**src/rtl/dtm_pkg.sv**
```systemverilog
// Package for the differential thruster mixer: shared types, codes and constants.
// No dependencies; every other file of the block imports it.
`default_nettype none

package dtm_pkg;

   // Q2.14 fixed point: 1.0 is 16384
   localparam int ONE_Q14        = 16384;
   localparam int SPEED_W        = 16;
   localparam int DEADBAND_W     = 15;
   localparam int DEADBAND_RESET = 164;

   // Normalizing divider: quotient bits resolved one per cycle
   localparam int DIV_STEPS = 15;
   localparam int DIV_CNT_W = $clog2(DIV_STEPS);

   // Register file
   localparam int CSR_ADDR_W = 4;
   localparam int CSR_DATA_W = 32;
   localparam int REG_IDX_W  = 2;

   typedef enum logic [REG_IDX_W-1:0] {
      REG_ENABLED       = 2'd0,
      REG_MIX_NORMALIZE = 2'd1,
      REG_DEADBAND      = 2'd2
   } reg_idx_type;

   // Request kinds carried on tuser
   localparam logic REQ_FORWARD = 1'b0;
   localparam logic REQ_TURN    = 1'b1;

   typedef enum logic [2:0] {
      ST_IDLE,
      ST_CALC,
      ST_DIVIDE,
      ST_FIX,
      ST_DONE
   } state_type;

   typedef struct packed {
      logic                  enabled;
      logic                  mix_normalize;
      logic [DEADBAND_W-1:0] deadband;
   } cfg_type;

   // Controller to datapath
   typedef struct packed {
      logic load;      // store the clamped request speed
      logic calc;      // mix stored speeds, arm the divider
      logic step;      // one divider iteration
      logic fix;       // apply signs to the quotients
      logic out_load;  // move result into the output register
   } cmd_type;

   // Datapath to controller
   typedef struct packed {
      logic need_div;
   } status_type;

endpackage

`default_nettype wire

```
**src/rtl/dtm_csr.sv**
```systemverilog
// Configuration registers of the thruster mixer behind an APB-style port.
// Depends on dtm_pkg.
`default_nettype none

module dtm_csr (
   input  wire logic                           clock,
   input  wire logic                           reset,
   input  wire logic                           csr_psel,
   input  wire logic                           csr_penable,
   input  wire logic                           csr_pwrite,
   input  wire logic [dtm_pkg::CSR_ADDR_W-1:0] csr_paddr,
   input  wire logic [dtm_pkg::CSR_DATA_W-1:0] csr_pwdata,
   output logic      [dtm_pkg::CSR_DATA_W-1:0] csr_prdata,
   output logic                                csr_pready,
   output dtm_pkg::cfg_type                    cfg
);
   import dtm_pkg::*;

   logic                  enabled_ff, enabled_in;
   logic                  mix_normalize_ff, mix_normalize_in;
   logic [DEADBAND_W-1:0] deadband_ff, deadband_in;
   reg_idx_type           index;
   logic                  wr_en;

   assign index      = reg_idx_type'(csr_paddr[CSR_ADDR_W-1:2]);
   assign wr_en      = csr_psel && csr_penable && csr_pwrite;
   assign csr_pready = 1'b1;

   // Register writes
   always_comb begin
      enabled_in       = enabled_ff;
      mix_normalize_in = mix_normalize_ff;
      deadband_in      = deadband_ff;
      if (wr_en) begin
         unique case (index)
            REG_ENABLED:       enabled_in       = csr_pwdata[0];
            REG_MIX_NORMALIZE: mix_normalize_in = csr_pwdata[0];
            REG_DEADBAND:      deadband_in      = csr_pwdata[DEADBAND_W-1:0];
            default:           ;
         endcase
      end
   end

   always_ff @(posedge clock) begin
      if (reset) begin
         enabled_ff       <= 1'b1;
         mix_normalize_ff <= 1'b0;
         deadband_ff      <= DEADBAND_W'(DEADBAND_RESET);
      end else begin
         enabled_ff       <= enabled_in;
         mix_normalize_ff <= mix_normalize_in;
         deadband_ff      <= deadband_in;
      end
   end

   // Read back
   always_comb begin
      unique case (index)
         REG_ENABLED:       csr_prdata = CSR_DATA_W'(enabled_ff);
         REG_MIX_NORMALIZE: csr_prdata = CSR_DATA_W'(mix_normalize_ff);
         REG_DEADBAND:      csr_prdata = CSR_DATA_W'(deadband_ff);
         default:           csr_prdata = '0;
      endcase
   end

   assign cfg.enabled       = enabled_ff;
   assign cfg.mix_normalize = mix_normalize_ff;
   assign cfg.deadband      = deadband_ff;

endmodule

`default_nettype wire

```
**src/rtl/dtm_div_lane.sv**
```systemverilog
// One lane of the normalizing divider: |x| * 16384 / m, one quotient bit per cycle while step is high.
// Restoring division; needs |x| <= m. Depends on dtm_pkg.
`default_nettype none

module dtm_div_lane (
   input  wire logic                        clock,
   input  wire logic                        start,
   input  wire logic                        step,
   input  wire logic [dtm_pkg::SPEED_W-1:0] mag,
   input  wire logic [dtm_pkg::SPEED_W-1:0] divisor,
   output logic      [dtm_pkg::DIV_STEPS-1:0] quotient
);
   import dtm_pkg::*;

   logic [SPEED_W-1:0]   rem_ff;
   logic                 nbit_ff;
   logic [DIV_STEPS-1:0] quo_ff;
   logic [SPEED_W:0]     rem2;
   logic [SPEED_W:0]     diff;
   logic                 fits;

   // Dividend is mag << 14: the top bits seed the remainder, then mag[0], then zeros
   assign rem2 = {rem_ff, nbit_ff};
   assign diff = rem2 - {1'b0, divisor};
   assign fits = (rem2 >= {1'b0, divisor});

   always_ff @(posedge clock) begin
      if (start) begin
         rem_ff  <= {1'b0, mag[SPEED_W-1:1]};
         nbit_ff <= mag[0];
         quo_ff  <= '0;
      end else if (step) begin
         rem_ff  <= fits ? diff[SPEED_W-1:0] : rem2[SPEED_W-1:0];
         nbit_ff <= 1'b0;
         quo_ff  <= {quo_ff[DIV_STEPS-2:0], fits};
      end
   end

   assign quotient = quo_ff;

endmodule

`default_nettype wire

```
**src/rtl/dtm_dpath.sv**
```systemverilog
// Datapath of the thruster mixer: stored speeds, mixing, two divider lanes,
// result and output registers. Depends on dtm_pkg and dtm_div_lane.
`default_nettype none

module dtm_dpath (
   input  wire logic                        clock,
   input  wire logic                        reset,
   input  wire logic [dtm_pkg::SPEED_W-1:0] req_tdata,
   input  wire logic                        req_tuser,
   input  wire dtm_pkg::cfg_type            cfg,
   input  wire dtm_pkg::cmd_type            cmd,
   output dtm_pkg::status_type              status,
   output logic      [2*dtm_pkg::SPEED_W-1:0] rsp_tdata
);
   import dtm_pkg::*;

   localparam logic signed [SPEED_W-1:0] POS_ONE = SPEED_W'(ONE_Q14);
   localparam logic signed [SPEED_W-1:0] NEG_ONE = -SPEED_W'(ONE_Q14);
   localparam logic [SPEED_W-1:0]        MAG_ONE = SPEED_W'(ONE_Q14);

   logic signed [SPEED_W-1:0] forward_ff, turn_ff;
   logic signed [SPEED_W-1:0] res_left_ff, res_left_in;
   logic signed [SPEED_W-1:0] res_right_ff, res_right_in;
   logic [SPEED_W-1:0]        divisor_ff, divisor_in;
   logic                      sign_left_ff, sign_right_ff;
   logic [2*SPEED_W-1:0]      out_ff;

   logic signed [SPEED_W-1:0] speed_raw, speed_clamped;
   logic [SPEED_W-1:0]        abs_f, abs_t, deadband_ext;
   logic signed [SPEED_W:0]   sum, dif, half_sum, half_dif;
   logic [SPEED_W:0]          abs_sum17, abs_dif17;
   logic [SPEED_W-1:0]        abs_sum, abs_dif;
   logic                      need_div;
   logic [DIV_STEPS-1:0]      quo_left, quo_right;
   logic signed [SPEED_W-1:0] q_left, q_right;

   // Clamp the request speed to +/-1.0
   assign speed_raw = signed'(req_tdata);
   always_comb begin
      if (speed_raw > POS_ONE) begin
         speed_clamped = POS_ONE;
      end else if (speed_raw < NEG_ONE) begin
         speed_clamped = NEG_ONE;
      end else begin
         speed_clamped = speed_raw;
      end
   end

   always_ff @(posedge clock) begin
      if (reset) begin
         forward_ff <= '0;
         turn_ff    <= '0;
      end else if (cmd.load) begin
         if (req_tuser == REQ_TURN) begin
            turn_ff <= speed_clamped;
         end else begin
            forward_ff <= speed_clamped;
         end
      end
   end

   // Magnitudes, sum and difference of the stored speeds
   assign abs_f        = forward_ff[SPEED_W-1] ? -forward_ff : forward_ff;
   assign abs_t        = turn_ff[SPEED_W-1] ? -turn_ff : turn_ff;
   assign deadband_ext = {1'b0, cfg.deadband};
   assign sum          = {forward_ff[SPEED_W-1], forward_ff} + {turn_ff[SPEED_W-1], turn_ff};
   assign dif          = {forward_ff[SPEED_W-1], forward_ff} - {turn_ff[SPEED_W-1], turn_ff};
   assign abs_sum17    = sum[SPEED_W] ? -sum : sum;
   assign abs_dif17    = dif[SPEED_W] ? -dif : dif;
   assign abs_sum      = abs_sum17[SPEED_W-1:0];
   assign abs_dif      = abs_dif17[SPEED_W-1:0];
   // halving, truncated toward zero
   assign half_sum     = (sum + (SPEED_W+1)'(sum[SPEED_W])) >>> 1;
   assign half_dif     = (dif + (SPEED_W+1)'(dif[SPEED_W])) >>> 1;

   // Mode selection
   always_comb begin
      need_div     = 1'b0;
      divisor_in   = divisor_ff;
      res_left_in  = res_left_ff;
      res_right_in = res_right_ff;
      if (cmd.calc) begin
         priority if (abs_f < deadband_ext) begin
            res_left_in  = turn_ff;
            res_right_in = -turn_ff;
         end else if (abs_t < deadband_ext) begin
            res_left_in  = forward_ff;
            res_right_in = forward_ff;
         end else if (!cfg.mix_normalize) begin
            res_left_in  = half_sum[SPEED_W-1:0];
            res_right_in = half_dif[SPEED_W-1:0];
         end else if (abs_sum > MAG_ONE && abs_sum > abs_dif) begin
            need_div   = 1'b1;
            divisor_in = abs_sum;
         end else if (abs_dif > MAG_ONE) begin
            need_div   = 1'b1;
            divisor_in = abs_dif;
         end else begin
            res_left_in  = sum[SPEED_W-1:0];
            res_right_in = dif[SPEED_W-1:0];
         end
      end else if (cmd.fix) begin
         res_left_in  = sign_left_ff ? -q_left : q_left;
         res_right_in = sign_right_ff ? -q_right : q_right;
      end
   end

   assign status.need_div = need_div;

   always_ff @(posedge clock) begin
      res_left_ff  <= res_left_in;
      res_right_ff <= res_right_in;
      divisor_ff   <= divisor_in;
      if (cmd.calc) begin
         sign_left_ff  <= sum[SPEED_W];
         sign_right_ff <= dif[SPEED_W];
      end
   end

   // Two divider lanes share the divisor
   dtm_div_lane u_div_left (
      .clock    (clock),
      .start    (cmd.calc),
      .step     (cmd.step),
      .mag      (abs_sum),
      .divisor  (divisor_ff),
      .quotient (quo_left)
   );

   dtm_div_lane u_div_right (
      .clock    (clock),
      .start    (cmd.calc),
      .step     (cmd.step),
      .mag      (abs_dif),
      .divisor  (divisor_ff),
      .quotient (quo_right)
   );

   assign q_left  = signed'(SPEED_W'(quo_left));
   assign q_right = signed'(SPEED_W'(quo_right));

   // Output register
   always_ff @(posedge clock) begin
      if (cmd.out_load) begin
         out_ff <= {res_right_ff, res_left_ff};
      end
   end

   assign rsp_tdata = out_ff;

endmodule

`default_nettype wire

```
**src/rtl/dtm_ctrl.sv**
```systemverilog
// Controller of the thruster mixer: sequences mixing and division and owns
// both handshakes. Depends on dtm_pkg.
`default_nettype none

module dtm_ctrl (
   input  wire logic                clock,
   input  wire logic                reset,
   input  wire logic                req_tvalid,
   output logic                     req_tready,
   output logic                     rsp_tvalid,
   input  wire logic                rsp_tready,
   input  wire logic                enabled,
   input  wire dtm_pkg::status_type status,
   output dtm_pkg::cmd_type         cmd
);
   import dtm_pkg::*;

   state_type              state_ff, state_in;
   logic [DIV_CNT_W-1:0]   count_ff, count_in;
   logic                   rsp_valid_ff, rsp_valid_in;

   always_ff @(posedge clock) begin
      if (reset) begin
         state_ff     <= ST_IDLE;
         count_ff     <= '0;
         rsp_valid_ff <= 1'b0;
      end else begin
         state_ff     <= state_in;
         count_ff     <= count_in;
         rsp_valid_ff <= rsp_valid_in;
      end
   end

   // Next state and commands
   always_comb begin
      state_in     = state_ff;
      count_in     = count_ff;
      rsp_valid_in = rsp_valid_ff && !rsp_tready;
      cmd          = '0;
      req_tready   = 1'b0;
      unique case (state_ff)
         ST_IDLE: begin
            req_tready = 1'b1;
            // a request taken while disabled is dropped
            if (req_tvalid && enabled) begin
               cmd.load = 1'b1;
               state_in = ST_CALC;
            end
         end
         ST_CALC: begin
            cmd.calc = 1'b1;
            count_in = '0;
            state_in = status.need_div ? ST_DIVIDE : ST_DONE;
         end
         ST_DIVIDE: begin
            cmd.step = 1'b1;
            count_in = count_ff + 1'b1;
            if (count_ff == DIV_CNT_W'(DIV_STEPS - 1)) begin
               state_in = ST_FIX;
            end
         end
         ST_FIX: begin
            cmd.fix  = 1'b1;
            state_in = ST_DONE;
         end
         ST_DONE: begin
            // wait for the output register to free up
            if (!rsp_valid_ff || rsp_tready) begin
               cmd.out_load = 1'b1;
               rsp_valid_in = 1'b1;
               state_in     = ST_IDLE;
            end
         end
         default: begin
            state_in = ST_IDLE;
         end
      endcase
   end

   assign rsp_tvalid = rsp_valid_ff;

endmodule

`default_nettype wire

```
**src/rtl/differential_thruster_mixer_unit.sv**
```systemverilog
// Differential thruster mixer, top level: a speed request (forward or turn, Q2.14)
// is clamped to +/-1.0, stored, and the stored pair is mixed into one left/right
// result. From acceptance, a request passes the calculate and done states when no
// normalization is needed, and calculate, divide, fix and done when normalizing mode
// scales the sides; the scaling is a restoring divider that resolves one quotient bit
// per cycle. Requests are taken one at a time; a result waiting in the output
// register does not hold off the next request. While disabled, requests are
// taken and dropped without a result. Depends on dtm_pkg, dtm_csr, dtm_ctrl,
// dtm_dpath and dtm_div_lane.
`default_nettype none

module differential_thruster_mixer_unit (
   input  wire logic                           clock,
   input  wire logic                           reset,
   // request channel
   input  wire logic                           req_tvalid,
   output logic                                req_tready,
   input  wire logic [dtm_pkg::SPEED_W-1:0]    req_tdata,   // [15:0] speed_value
   input  wire logic                           req_tuser,   // [0] req_type
   // response channel
   output logic                                rsp_tvalid,
   input  wire logic                           rsp_tready,
   output logic      [2*dtm_pkg::SPEED_W-1:0]  rsp_tdata,   // [15:0] left_speed, [31:16] right_speed
   // configuration
   input  wire logic                           csr_psel,
   input  wire logic                           csr_penable,
   input  wire logic                           csr_pwrite,
   input  wire logic [dtm_pkg::CSR_ADDR_W-1:0] csr_paddr,
   input  wire logic [dtm_pkg::CSR_DATA_W-1:0] csr_pwdata,
   output logic      [dtm_pkg::CSR_DATA_W-1:0] csr_prdata,
   output logic                                csr_pready
);
   import dtm_pkg::*;

   cfg_type    cfg;
   cmd_type    cmd;
   status_type status;

   dtm_csr u_csr (
      .clock       (clock),
      .reset       (reset),
      .csr_psel    (csr_psel),
      .csr_penable (csr_penable),
      .csr_pwrite  (csr_pwrite),
      .csr_paddr   (csr_paddr),
      .csr_pwdata  (csr_pwdata),
      .csr_prdata  (csr_prdata),
      .csr_pready  (csr_pready),
      .cfg         (cfg)
   );

   dtm_ctrl u_ctrl (
      .clock      (clock),
      .reset      (reset),
      .req_tvalid (req_tvalid),
      .req_tready (req_tready),
      .rsp_tvalid (rsp_tvalid),
      .rsp_tready (rsp_tready),
      .enabled    (cfg.enabled),
      .status     (status),
      .cmd        (cmd)
   );

   dtm_dpath u_dpath (
      .clock     (clock),
      .reset     (reset),
      .req_tdata (req_tdata),
      .req_tuser (req_tuser),
      .cfg       (cfg),
      .cmd       (cmd),
      .status    (status),
      .rsp_tdata (rsp_tdata)
   );

endmodule

`default_nettype wire

```
**config.mk**
```make
export PLATFORM = sky130hd
export DESIGN_NAME = differential_thruster_mixer_unit
export DESIGN_NICKNAME = d
export VERILOG_FILES = /design/src/rtl/dtm_pkg.sv /design/src/rtl/dtm_csr.sv /design/src/rtl/dtm_div_lane.sv /design/src/rtl/dtm_dpath.sv /design/src/rtl/dtm_ctrl.sv /design/src/rtl/differential_thruster_mixer_unit.sv
export SDC_FILE = /design/constraint.sdc
export NUM_CORES = 1
export LEC_CHECK = 0
export BUFFER_PORTS_ARGS = -buffer_cell sky130_fd_sc_hd__buf_2
export CORE_UTILIZATION = 55
export CTS_BUF_LIST = sky130_fd_sc_hd__clkbuf_4 sky130_fd_sc_hd__clkbuf_8
export CTS_CLUSTER_DIAMETER = 200
export CTS_CLUSTER_SIZE = 20
export DETAILED_ROUTE_END_ITERATION = 8
export PLACE_DENSITY = 0.74
export RECOVER_POWER = 50
export SYNTH_ARGS = -nofsm -noshare
export SYNTH_HDL_FRONTEND = slang
export SYNTH_SLANG_ARGS = --single-unit
```
**constraint.sdc**
```tcl
create_clock -name clock -period 15.4 [get_ports clock]
set_input_delay 2.31 -clock clock [delete_from_list [all_inputs] [get_ports clock]]
set_output_delay 2.31 -clock clock [all_outputs]
set_load 0.01 [all_outputs]
```
==> metrics.yaml, run 1 <==
outcome: "finished with violations"
violations: "max-capacitance violations, max-slew violations"
num-fill-cells: 2730
power.leakage_nw: 6.75
synthesis.instances: 1966
maxCapViolations: 5
crit_end: "u_dpath.divisor_ff[1]$_DFFE_PP_"
report.power.total_mw: 1.68
syn_area_um2: 16600
place_hpwl_um: 35900
crit_family: "compound AO/OA/AOI/OAI gates"
crit_fanout: 25
drt-total-wl_um: 47400
rsz0062_at_grt: "false"
cp_slowest_stage_delay_ps: 940
grt_max_degree: 90
cts_sinks: 202
synthArstFlopShare_pct: 0
syn_area_per_cell_um2: 8.43
drive_above_1_share_pct: 8.27
post_cts_buffers: 0
finalHoldViolCount: 0
reg2reg_setup_slack_ps: 7350
worstSetupStartpoint: "u_dpath.turn_ff[11]$_SDFFE_PP0P_"
skew_ps: 26.3
tns_ps: 0
final_antenna_net_count: 0
r2r_start: "u_dpath.turn_ff[11]$_SDFFE_PP0P_"
cts_buffers: 14
nNetsFinal: 2153
grt_pass1_wl_um: 73800
synth-main-ff-cell: "edfxtp_1"
seqCellArea_um2: 5170
num_vias: 14900
netlist-cell-type-count: 116
design.core.area_um2: 29600
cp-end-kind: "flip-flop"
viasPerCell: 6.29
synth_edf_count: 113
r2r_cells: 21
clk_pin_slew_worst_paths_ps: 120
yosysSeqAreaShare_pct: 31.2
finalSetupViolCount: 0
multi_input_area_um2: 10400
worstSetupStartpointType: "flip-flop"
cts_hold_repair.buffers: 0
yosys_warnings: 0
cts_tree: "built"
min_path_cells: 0
cts-root-buf: "clkbuf_8"
vdd_ir_drop_max_uv: 68.5
grt-ovfl-total: 0
die_w_um: 176
crit_buf_inv: 3
pin_count: 127
cp_slowest_cell: "nor3b_4"
drc: 0
cp.required_ps: 15570
timing.final.crit_share_pct: 52.2
wl_per_cell_um: 20.0
cp_cell_sequence: "inv_1, ha_1, inv_1, nor3_1, o211ai_1, a31oi_1, o21a_1, clkinv_1, nand3_1, nor2b_1, ha_1, o21a_1, o21a_1, o21ai_0, nand2b_1, a21oi_1, nor2_1, a221o_1, a311oi_2, o31ai_1, nor3b_4"
htreeDepth: 1
cts_buffer_depth: 3
drtIter0Drc: 1549
io_buffers: 89
clk_latency_ps: 550
power_density_nw_per_um2: 97.1
rows: 63
cts.repair.resized: 0
slew_viol_final: 258
start_util_pct: 55.9
dieArea_um2: 30800
hp-class: "reg -> reg"
synth-seq-cells: 202
min_period_ps: 8050
critical_path_class: "reg -> reg"
arrival_ps: 8220
grt_usage_pct: 30.2
drtPass1Iterations: 5
cpMostUsedCell: "o21a_1"
fmax_mhz: 124
grt_pass1_vias: 13600
slew_headroom_pct: -168
cp_num_cells: 21
gp_congestion: 0.988
timing.rr.end: "u_dpath.divisor_ff[1]$_DFFE_PP_"
worst_slew_pin_slew_ps: 4020
grt_antenna_before_repair: 2
area_delta_synth_final_pct: 4.14
die_height_um: 176
## report_power, final
group	internal [mW]	leakage, nW	switching, mW
clock	0.111	0.150	0.186
sequential	0.606	1.77	0.0173
combinational	0.274	4.83	0.481
## worst min path at each step
stage / from / to / slack [ps]
after floorplan: u_dpath.res_left_ff[0]$_DFFE_PP_ / u_dpath.rsp_tdata[0]$_DFFE_PP_ / 400
after global placement: u_dpath.res_left_ff[15]$_DFFE_PP_ / u_dpath.rsp_tdata[15]$_DFFE_PP_ / 400
after detailed placement: u_dpath.res_right_ff[3]$_DFFE_PP_ / u_dpath.rsp_tdata[19]$_DFFE_PP_ / 400
after CTS: u_dpath.res_left_ff[15]$_DFFE_PP_ / u_dpath.rsp_tdata[15]$_DFFE_PP_ / 430
after global routing: u_dpath.res_right_ff[3]$_DFFE_PP_ / u_dpath.rsp_tdata[19]$_DFFE_PP_ / 440
final: u_dpath.res_left_ff[10]$_DFFE_PP_ / u_dpath.rsp_tdata[10]$_DFFE_PP_ / 430
## Yosys cell counts, types with 29 or more instances
master | number | share of area (%)
nor3_1 | 44 | 1.3
nand3_1 | 66 | 2.0
a21o_1 | 31 | 1.4
a21oi_1 | 193 | 5.8
xnor2_1 | 109 | 5.8
inv_1 | 120 | 2.7
edfxtp_1 | 113 | 20
ha_1 | 114 | 8.6
o211ai_1 | 29 | 1.3
xor2_1 | 35 | 1.8
clkbuf_1 | 82 | 1.9
nand2_1 | 178 | 4.0
or3_1 | 29 | 1.1
o21ai_0 | 98 | 3.0
nor2_1 | 143 | 3.2
dfxtp_1 | 89 | 11
## per-stage QoR
step	worst slack (ps)	hold slack, ps	cells	area [um2]	utilization [%]
2_1_floorplan	8450	400	1982	16600	-
3_3_place_gp	7830	401	2349	17000	57.5
3_5_place_dp	7700	405	2349	17000	57.5
4_1_cts	7690	433	2372	17300	58.4
5_1_grt	7010	438	2372	17300	58.2
6_report	7350	432	2373	17300	58.2
## area by class of cell
cell class                 instances  area share (%)
timing repair buffer             102            2.81
inverter                         121            2.63
multi-input combinational       1534            60.1
antenna                            1          0.0145
sequential                       202            30.0
clock buffer                      22            1.50
tap                              390            2.83
clock inverter                     1           0.116
## worst reg2reg max path, delay by kind of cell, from the launching register on
| family | cells | cell delay [ps] |
|---|---|---|
| AOI/OAI and AO/OA | 10 | 2890 |
| adders and majority gates | 2 | 950 |
| buffers and inverters | 3 | 880 |
| DFF | 1 | 600 |
| and+or+nand+nor | 6 | 2330 |
## sequential cells by signal, indices dropped and copies added (netlist names), 4 cells and up
name / flops
u_csr.deadband_ff: 15
u_ctrl.count_ff: 4
u_dpath.divisor_ff: 16
u_dpath.forward_ff: 16
u_dpath.res_left_ff: 16
u_dpath.res_right_ff: 16
u_dpath.rsp_tdata: 32
u_dpath.turn_ff: 16
u_dpath.u_div_left.quotient: 15
u_dpath.u_div_left.rem_ff: 16
u_dpath.u_div_right.quotient: 15
u_dpath.u_div_right.rem_ff: 16
## layout by cell type (no fill, tap or decap), drive strengths merged, types with 17 or more instances in the layout
| master | count |
|---|---|
| nand3 | 66 |
| nand4 | 20 |
| a211oi | 27 |
| a22oi | 24 |
| conb | 18 |
| a21oi | 194 |
| or3 | 31 |
| dfxtp | 89 |
| or2 | 17 |
| o211ai | 30 |
| o21ai | 101 |
| o31ai | 17 |
| inv | 120 |
| nor4 | 19 |
| nor3 | 47 |
| nor2b | 21 |
| ha | 114 |
| buf | 64 |
| xnor2 | 116 |
| xor2 | 36 |
| a31oi | 21 |
| nand2b | 26 |
| edfxtp | 113 |
| nor2 | 143 |
| clkbuf | 60 |
| nand2 | 178 |
| and2 | 22 |
| a21o | 34 |
| mux2i | 21 |
| a22o | 25 |
## layer usage
metal  GRT usage, %  up-vias  wire length [um]
met5              0        -                23
met4           9.24        4              1390
met3           3.96       92              4030
met2           48.4      677             21500
met1           42.3     7044             20400
li1               -     7107                 -
## cells by family (layout without fill, tap and decap cells)
family	Yosys count	count (layout)	share of synthesized area, %
multiplexers	28	28	1.81
buffers and inverters	246	246	6.83
flip-flops	202	202	31.2
AO/OA/AOI/OAI	580	580	23.3
other	2	19	0.0453
AND/OR/NAND/NOR	637	637	19.2
adder cells (fa/ha/maj)	119	119	9.16
XOR/XNOR	152	152	8.46
No activity file was read; power rests on OpenSTA's default activity.
==> run 2, diff against run 1 <==
Settings changed: PLACE_DENSITY 0.74 to 0.77.
Clock period 15.4 ns to 7.1 ns, I/O delays scaled along.
==> run 2 against run 1 <==
  * The flow still finishes with violations (max-capacitance violations, max-slew violations)
  * Clock skew fell by 0.80 ps
  * Sequential power increased by 120%
  * Die area is the same
  * Register-to-register slack worse by 6900 ps
  * Cell area rose by 1.3%
  * Via count increased by 1.2%
  * Highest routed layer is now met4
  * Critical path depth down 2
  * Utilization is 0.76 points higher
  * Combinational power increased by 120%
==> metrics.yaml, run 2 (synthesized netlist as in run 1, its figures left out) <==
crit_end: "u_dpath.divisor_ff[0]$_DFFE_PP_"
fmax_mhz: 151
final_common_cell: "a21oi_1"
place_hpwl_um: 35900
num-fill-cells: 2738
maxCapViolations: 3
cts-root-buf: "clkbuf_8"
num_vias: 15100
clk_pin_slew_worst_paths_ps: 120
io_buffers: 89
wl_per_cell_um: 19.4
skew_ps: 25.5
final_antenna_net_count: 0
arrival_ps: 6890
grt_pass1_vias: 13300
post_cts_buffers: 0
p_sw_share_pct: 40.6
p_switching_mw: 1.48
drtIter0Drc: 1606
finalSetupViolCount: 0
drtPass1Iterations: 6
violations: "max-capacitance violations, max-slew violations"
cp-end-kind: "flip-flop"
timing.rr.end: "u_dpath.divisor_ff[0]$_DFFE_PP_"
cts_buffer_depth: 3
drive_above_1_share_pct: 9.70
pwr-share-seq_pct: 36.8
largest_register_ffs: 32
cts_sinks: 202
r2r_cells: 19
gp_congestion: 1.02
slew_headroom_pct: -67.1
worstSetupStartpoint: "u_dpath.turn_ff[4]$_SDFFE_PP0P_"
cp.required_ps: 7350
pwr-share-clk_pct: 17.9
cts_tree: "built"
r2r_start: "u_dpath.turn_ff[4]$_SDFFE_PP0P_"
reg2reg_setup_slack_ps: 460
vdd_ir_drop_max_uv: 146
design.core.area_um2: 29600
outcome: "finished with violations"
die_height_um: 176
diodes: 0
grt_max_degree: 59
critical_path_class: "reg -> reg"
tns_ps: 0
cts_hold_repair.buffers: 0
power.leakage_nw: 6.90
die_w_um: 176
hp-class: "reg -> reg"
crit_fanout: 16
pin_count: 127
dieArea_um2: 30800
worst_slew_pin_slew_ps: 2510
start_util_pct: 55.9
nNetsFinal: 2182
area_delta_synth_final_pct: 5.51
power_density_nw_per_um2: 208
viasPerCell: 6.29
slew_viol_final: 132
timing.final.crit_share_pct: 93.6
cts.repair.resized: 0
worstSetupStartpointType: "flip-flop"
rsz0062_at_grt: "false"
finalHoldViolCount: 0
min_period_ps: 6640
report.power.total_mw: 3.64
grt_pass1_wl_um: 72400
grt_antenna_before_repair: 0
drt-total-wl_um: 46600
drc: 0
cts_buffers: 14
htreeDepth: 1
grt-ovfl-total: 0
p_comb_share_pct: 45.3
clk_latency_ps: 570
rows: 63
p_int_mw: 2.17
grt_usage_pct: 29.5
layout_common_cells: "192 x a21oi_1, 178 x nand2_1, 140 x nor2_1"
[run 2: routing by layer]
layer / GRT usage [%] / part of all wire [%] / up-vias
li1: - / - / 7174
met1: 41.6 / 43 / 7185
met2: 46.0 / 45 / 642
met3: 4.81 / 8.3 / 95
met4: 9.24 / 3.2 / 0
met5: 0 / 0 / -
[run 2: worst min path at each step]
| stage | cells after the start | start | end | slack [ps] |
|---|---|---|---|---|
| 6_report | 0 | u_dpath.res_left_ff[1]$_DFFE_PP_ | u_dpath.rsp_tdata[1]$_DFFE_PP_ | 430 |
| 5_1_grt | 0 | u_dpath.res_left_ff[1]$_DFFE_PP_ | u_dpath.rsp_tdata[1]$_DFFE_PP_ | 440 |
| 4_1_cts | 0 | u_dpath.res_left_ff[1]$_DFFE_PP_ | u_dpath.rsp_tdata[1]$_DFFE_PP_ | 420 |
| 3_5_place_dp | 0 | u_dpath.res_left_ff[8]$_DFFE_PP_ | u_dpath.rsp_tdata[8]$_DFFE_PP_ | 410 |
| 2_1_floorplan | 0 | u_dpath.res_left_ff[0]$_DFFE_PP_ | u_dpath.rsp_tdata[0]$_DFFE_PP_ | 400 |
| 3_3_place_gp | 0 | u_dpath.res_left_ff[13]$_DFFE_PP_ | u_dpath.rsp_tdata[13]$_DFFE_PP_ | 400 |
[run 2: cell type report]
type                    instances  area (um2)  share of cell area, %
inverters                     121         454                   2.60
well taps                     390         488                   2.79
repair buffers                131         718                   4.11
multi-input cells            1534       10400                   59.3
clock buffers                  22         259                   1.48
flip-flops and latches        202        5170                   29.6
clock inverters                 1        20.0                  0.114
[run 2: through the flow]
step / hold slack, ps / cells / area [um2] / utilization (%) / worst slack, ps
CTS: 424 / 2401 / 17500 / 59.2 / 615
global route: 436 / 2401 / 17500 / 59.0 / 114
floorplan: 400 / 1982 / 16600 / - / 150
global placement: 400 / 2378 / 17300 / 58.2 / 734
finish: 427 / 2401 / 17500 / 59.0 / 458
detailed placement: 406 / 2378 / 17300 / 58.2 / 662
[run 2: worst max-delay path, cell delays in order, from the launching register on]
cell and delay (ps):
dfxtp_1 470, inv_1 130, ha_1 640, nor3_2 120, a2111oi_4 750, o21bai_2 140
a211oi_4 390, a31oi_4 270, buf_4 280, a41oi_1 230, xor2_1 440, inv_1 90
ha_1 310, nand2_1 60, nor4_2 230, or2_1 160, a311oi_2 140, o31ai_1 840
nor3b_2 300, buf_4 310
[run 2: power groups by stage]
stage               logic [mW]  registers [mW]  clock network, mW
global route              1.78            1.35              0.696
detailed placement        1.60            1.37                  0
CTS                       1.61            1.34              0.661
global placement          1.56            1.36                  0
floorplan                 1.23            1.36                  0
finish                    1.65            1.34              0.653
==> run 3, diff against run 2 <==
Settings changed: BUFFER_PORTS_ARGS -buffer_cell sky130_fd_sc_hd__buf_2 to not set, DONT_BUFFER_PORTS set to 1, PLACE_DENSITY 0.77 to 0.73.
==> run 3 against run 2 <==
  * Hold slack worse by 11 ps
  * Wire length down 0.85%
  * Critical path type unchanged
  * Utilization decreased by 1.4 points
  * Combinational power decreased by 2%
  * Clock skew up 20 ps
  * Die area unchanged
  * The run still ends with max-capacitance violations, max-slew violations left
  * Critical path depth stayed put
  * Global-route usage fell by 0.19 points
==> metrics.yaml, run 3 (synthesized netlist as in run 1, its figures left out) <==
p_switching_mw: 1.45
numPlacedInstances: 2287
worstSetupStartpoint: "u_dpath.turn_ff[6]$_SDFFE_PP0P_"
min_path_cells: 0
fin_cells: 2310
grt_usage_pct: 29.3
wl_per_cell_um: 20.0
largest_register_ffs: 32
slew_headroom_pct: -194
final_antenna_net_count: 0
cts_tree: "built"
fmax_mhz: 153
worst_slew_pin_slew_ps: 4410
p_comb_share_pct: 44.7
post_cts_buffers: 0
num_vias: 14600
report.power.total_mw: 3.61
maxCapViolations: 5
cp.required_ps: 7340
final_core_util_pct: 57.6
outcome: "finished with violations"
min-delay-start: "u_dpath.res_left_ff[8]$_DFFE_PP_"
finalSetupViolCount: 0
tns_ps: 0
finalHoldViolCount: 0
pin_count: 127
die_height_um: 176
vdd_ir_drop_max_uv: 131
p_sw_share_pct: 40.2
io_buffers: 0
num-fill-cells: 2711
pwr-share-clk_pct: 18.0
arrival_ps: 6750
layout_common_cells: "192 x a21oi_1, 178 x nand2_1, 141 x nor2_1"
violations: "max-capacitance violations, max-slew violations"
clk_latency_ps: 560
cp_slowest_stage_delay_ps: 920
critical_path_class: "reg -> reg"
power_density_nw_per_um2: 211
power.leakage_nw: 6.60
worstSetupStartpointType: "flip-flop"
reg2reg_setup_slack_ps: 580
grt-ovfl-total: 0
cts_hold_repair.buffers: 0
drt-total-wl_um: 46200
cts_buffer_depth: 3
cp_slowest_cell: "o31ai_1"
holdPathEnd: "u_dpath.rsp_tdata[8]$_DFFE_PP_"
rows: 63
drive_above_1_share_pct: 7.03
slew_viol_final: 240
drtIter0Drc: 1424
grt_pass1_vias: 13200
place_hpwl_um: 35400
gp_congestion: 0.976
pwr-share-seq_pct: 37.3
skew_ps: 45.1
timing.rr.end: "u_dpath.divisor_ff[0]$_DFFE_PP_"
grt_max_degree: 97
area_delta_synth_final_pct: 3.03
r2r_cells: 19
rsz0062_at_grt: "false"
grt_pass1_wl_um: 71400
cts-root-buf: "clkbuf_8"
viasPerCell: 6.31
cts.repair.resized: 0
cp_cell_sequence: "inv_1, ha_1, a2111oi_0, a2111oi_0, a31oi_1, o211ai_1, or2_1, nor4_4, nand3_1, o21ai_0, xnor2_1, ha_1, nand2_1, nor4_2, or2_1, a311oi_2, o31ai_1, nor3b_2, buf_12"
p_int_mw: 2.16
diodes: 0
crit_fanout: 16
cts_sinks: 202
drc: 0
clk_pin_slew_worst_paths_ps: 140
grt_antenna_before_repair: 1
drtPass1Iterations: 6
design.core.area_um2: 29600
timing.final.crit_share_pct: 91.8
dieArea_um2: 30800
start_util_pct: 55.9
min_period_ps: 6520
die_w_um: 176
r2r_start: "u_dpath.turn_ff[6]$_SDFFE_PP0P_"
final_common_cell: "a21oi_1"
cts_buffers: 14
htreeDepth: 1
nNetsFinal: 2091
cp-end-kind: "flip-flop"
hp-class: "reg -> reg"
==> run 3: changes by cell type in the layout (fill, tap and decap cells not counted), moves of 2 or more <==
| cell | delta |
|---|---|
| clkinv_1 | +2 |
| clkbuf_1 | -33 |
| buf_4 | -5 |
| buf_2 | -54 |
| inv_1 | -2 |
==> run 3: worst max path at each step <==
| stage | end | slack [ps] | cells past startpoint |
|---|---|---|---|
| 6_report | u_dpath.divisor_ff[0]$_DFFE_PP_ | 580 | 19 |
| 5_1_grt | u_dpath.divisor_ff[0]$_DFFE_PP_ | 130 | 19 |
| 4_1_cts | u_dpath.divisor_ff[0]$_DFFE_PP_ | 660 | 19 |
| 3_5_place_dp | u_dpath.divisor_ff[3]$_DFFE_PP_ | 730 | 19 |
| 3_3_place_gp | u_dpath.divisor_ff[1]$_DFFE_PP_ | 820 | 23 |
| 2_1_floorplan | u_dpath.res_left_ff[0]$_DFFE_PP_ | 150 | 25 |
==> run 3: power groups by stage <==
stage,sequential (mW),combinational [mW],clock [mW]
after floorplan,1.36,1.23,0
after detailed placement,1.37,1.57,0
after global routing,1.35,1.74,0.696
after global placement,1.37,1.54,0
final,1.35,1.61,0.648
after CTS,1.35,1.57,0.666
==> run 3: final cells by class <==
| type | count | area [um2] | area share [%] |
|---|---|---|---|
| Sequential cell | 202 | 5170 | 30.3 |
| Inverter | 121 | 454 | 2.66 |
| Clock inverter | 1 | 20.0 | 0.117 |
| Clock buffer | 22 | 259 | 1.52 |
| Multi-Input combinational cell | 1534 | 10400 | 60.7 |
| Timing Repair Buffer | 40 | 307 | 1.80 |
| Tap cell | 390 | 488 | 2.86 |
==> run 3: metrics by stage <==
stage / worst slack, ps / hold slack, ps / instance area (um2)
5_1_grt: 125 / 443 / 17100
4_1_cts: 659 / 430 / 17100
2_1_floorplan: 150 / 400 / 16600
6_report: 584 / 417 / 17100
3_5_place_dp: 731 / 405 / 16800
3_3_place_gp: 824 / 400 / 16800
==> run 3: worst max-delay path: cells and delay by family, from the launching register on <==
kind                       cells  cell delay, ps
AOI/OAI and AO/OA              7            2500
xor gates and xnor gates       1             190
adders and majority gates      2             960
buffers and inverters          2             330
DFF                            1             520
and+or+nand+nor                7            1700
==> run 3: per-layer routing <==
layer,up-vias,wire [um],global-route usage (%)
li1,6986,-,-
met4,0,1780,11.2
met5,-,0,0
met1,6880,20100,40.5
met3,111,4040,5.84
met2,608,20300,45.0
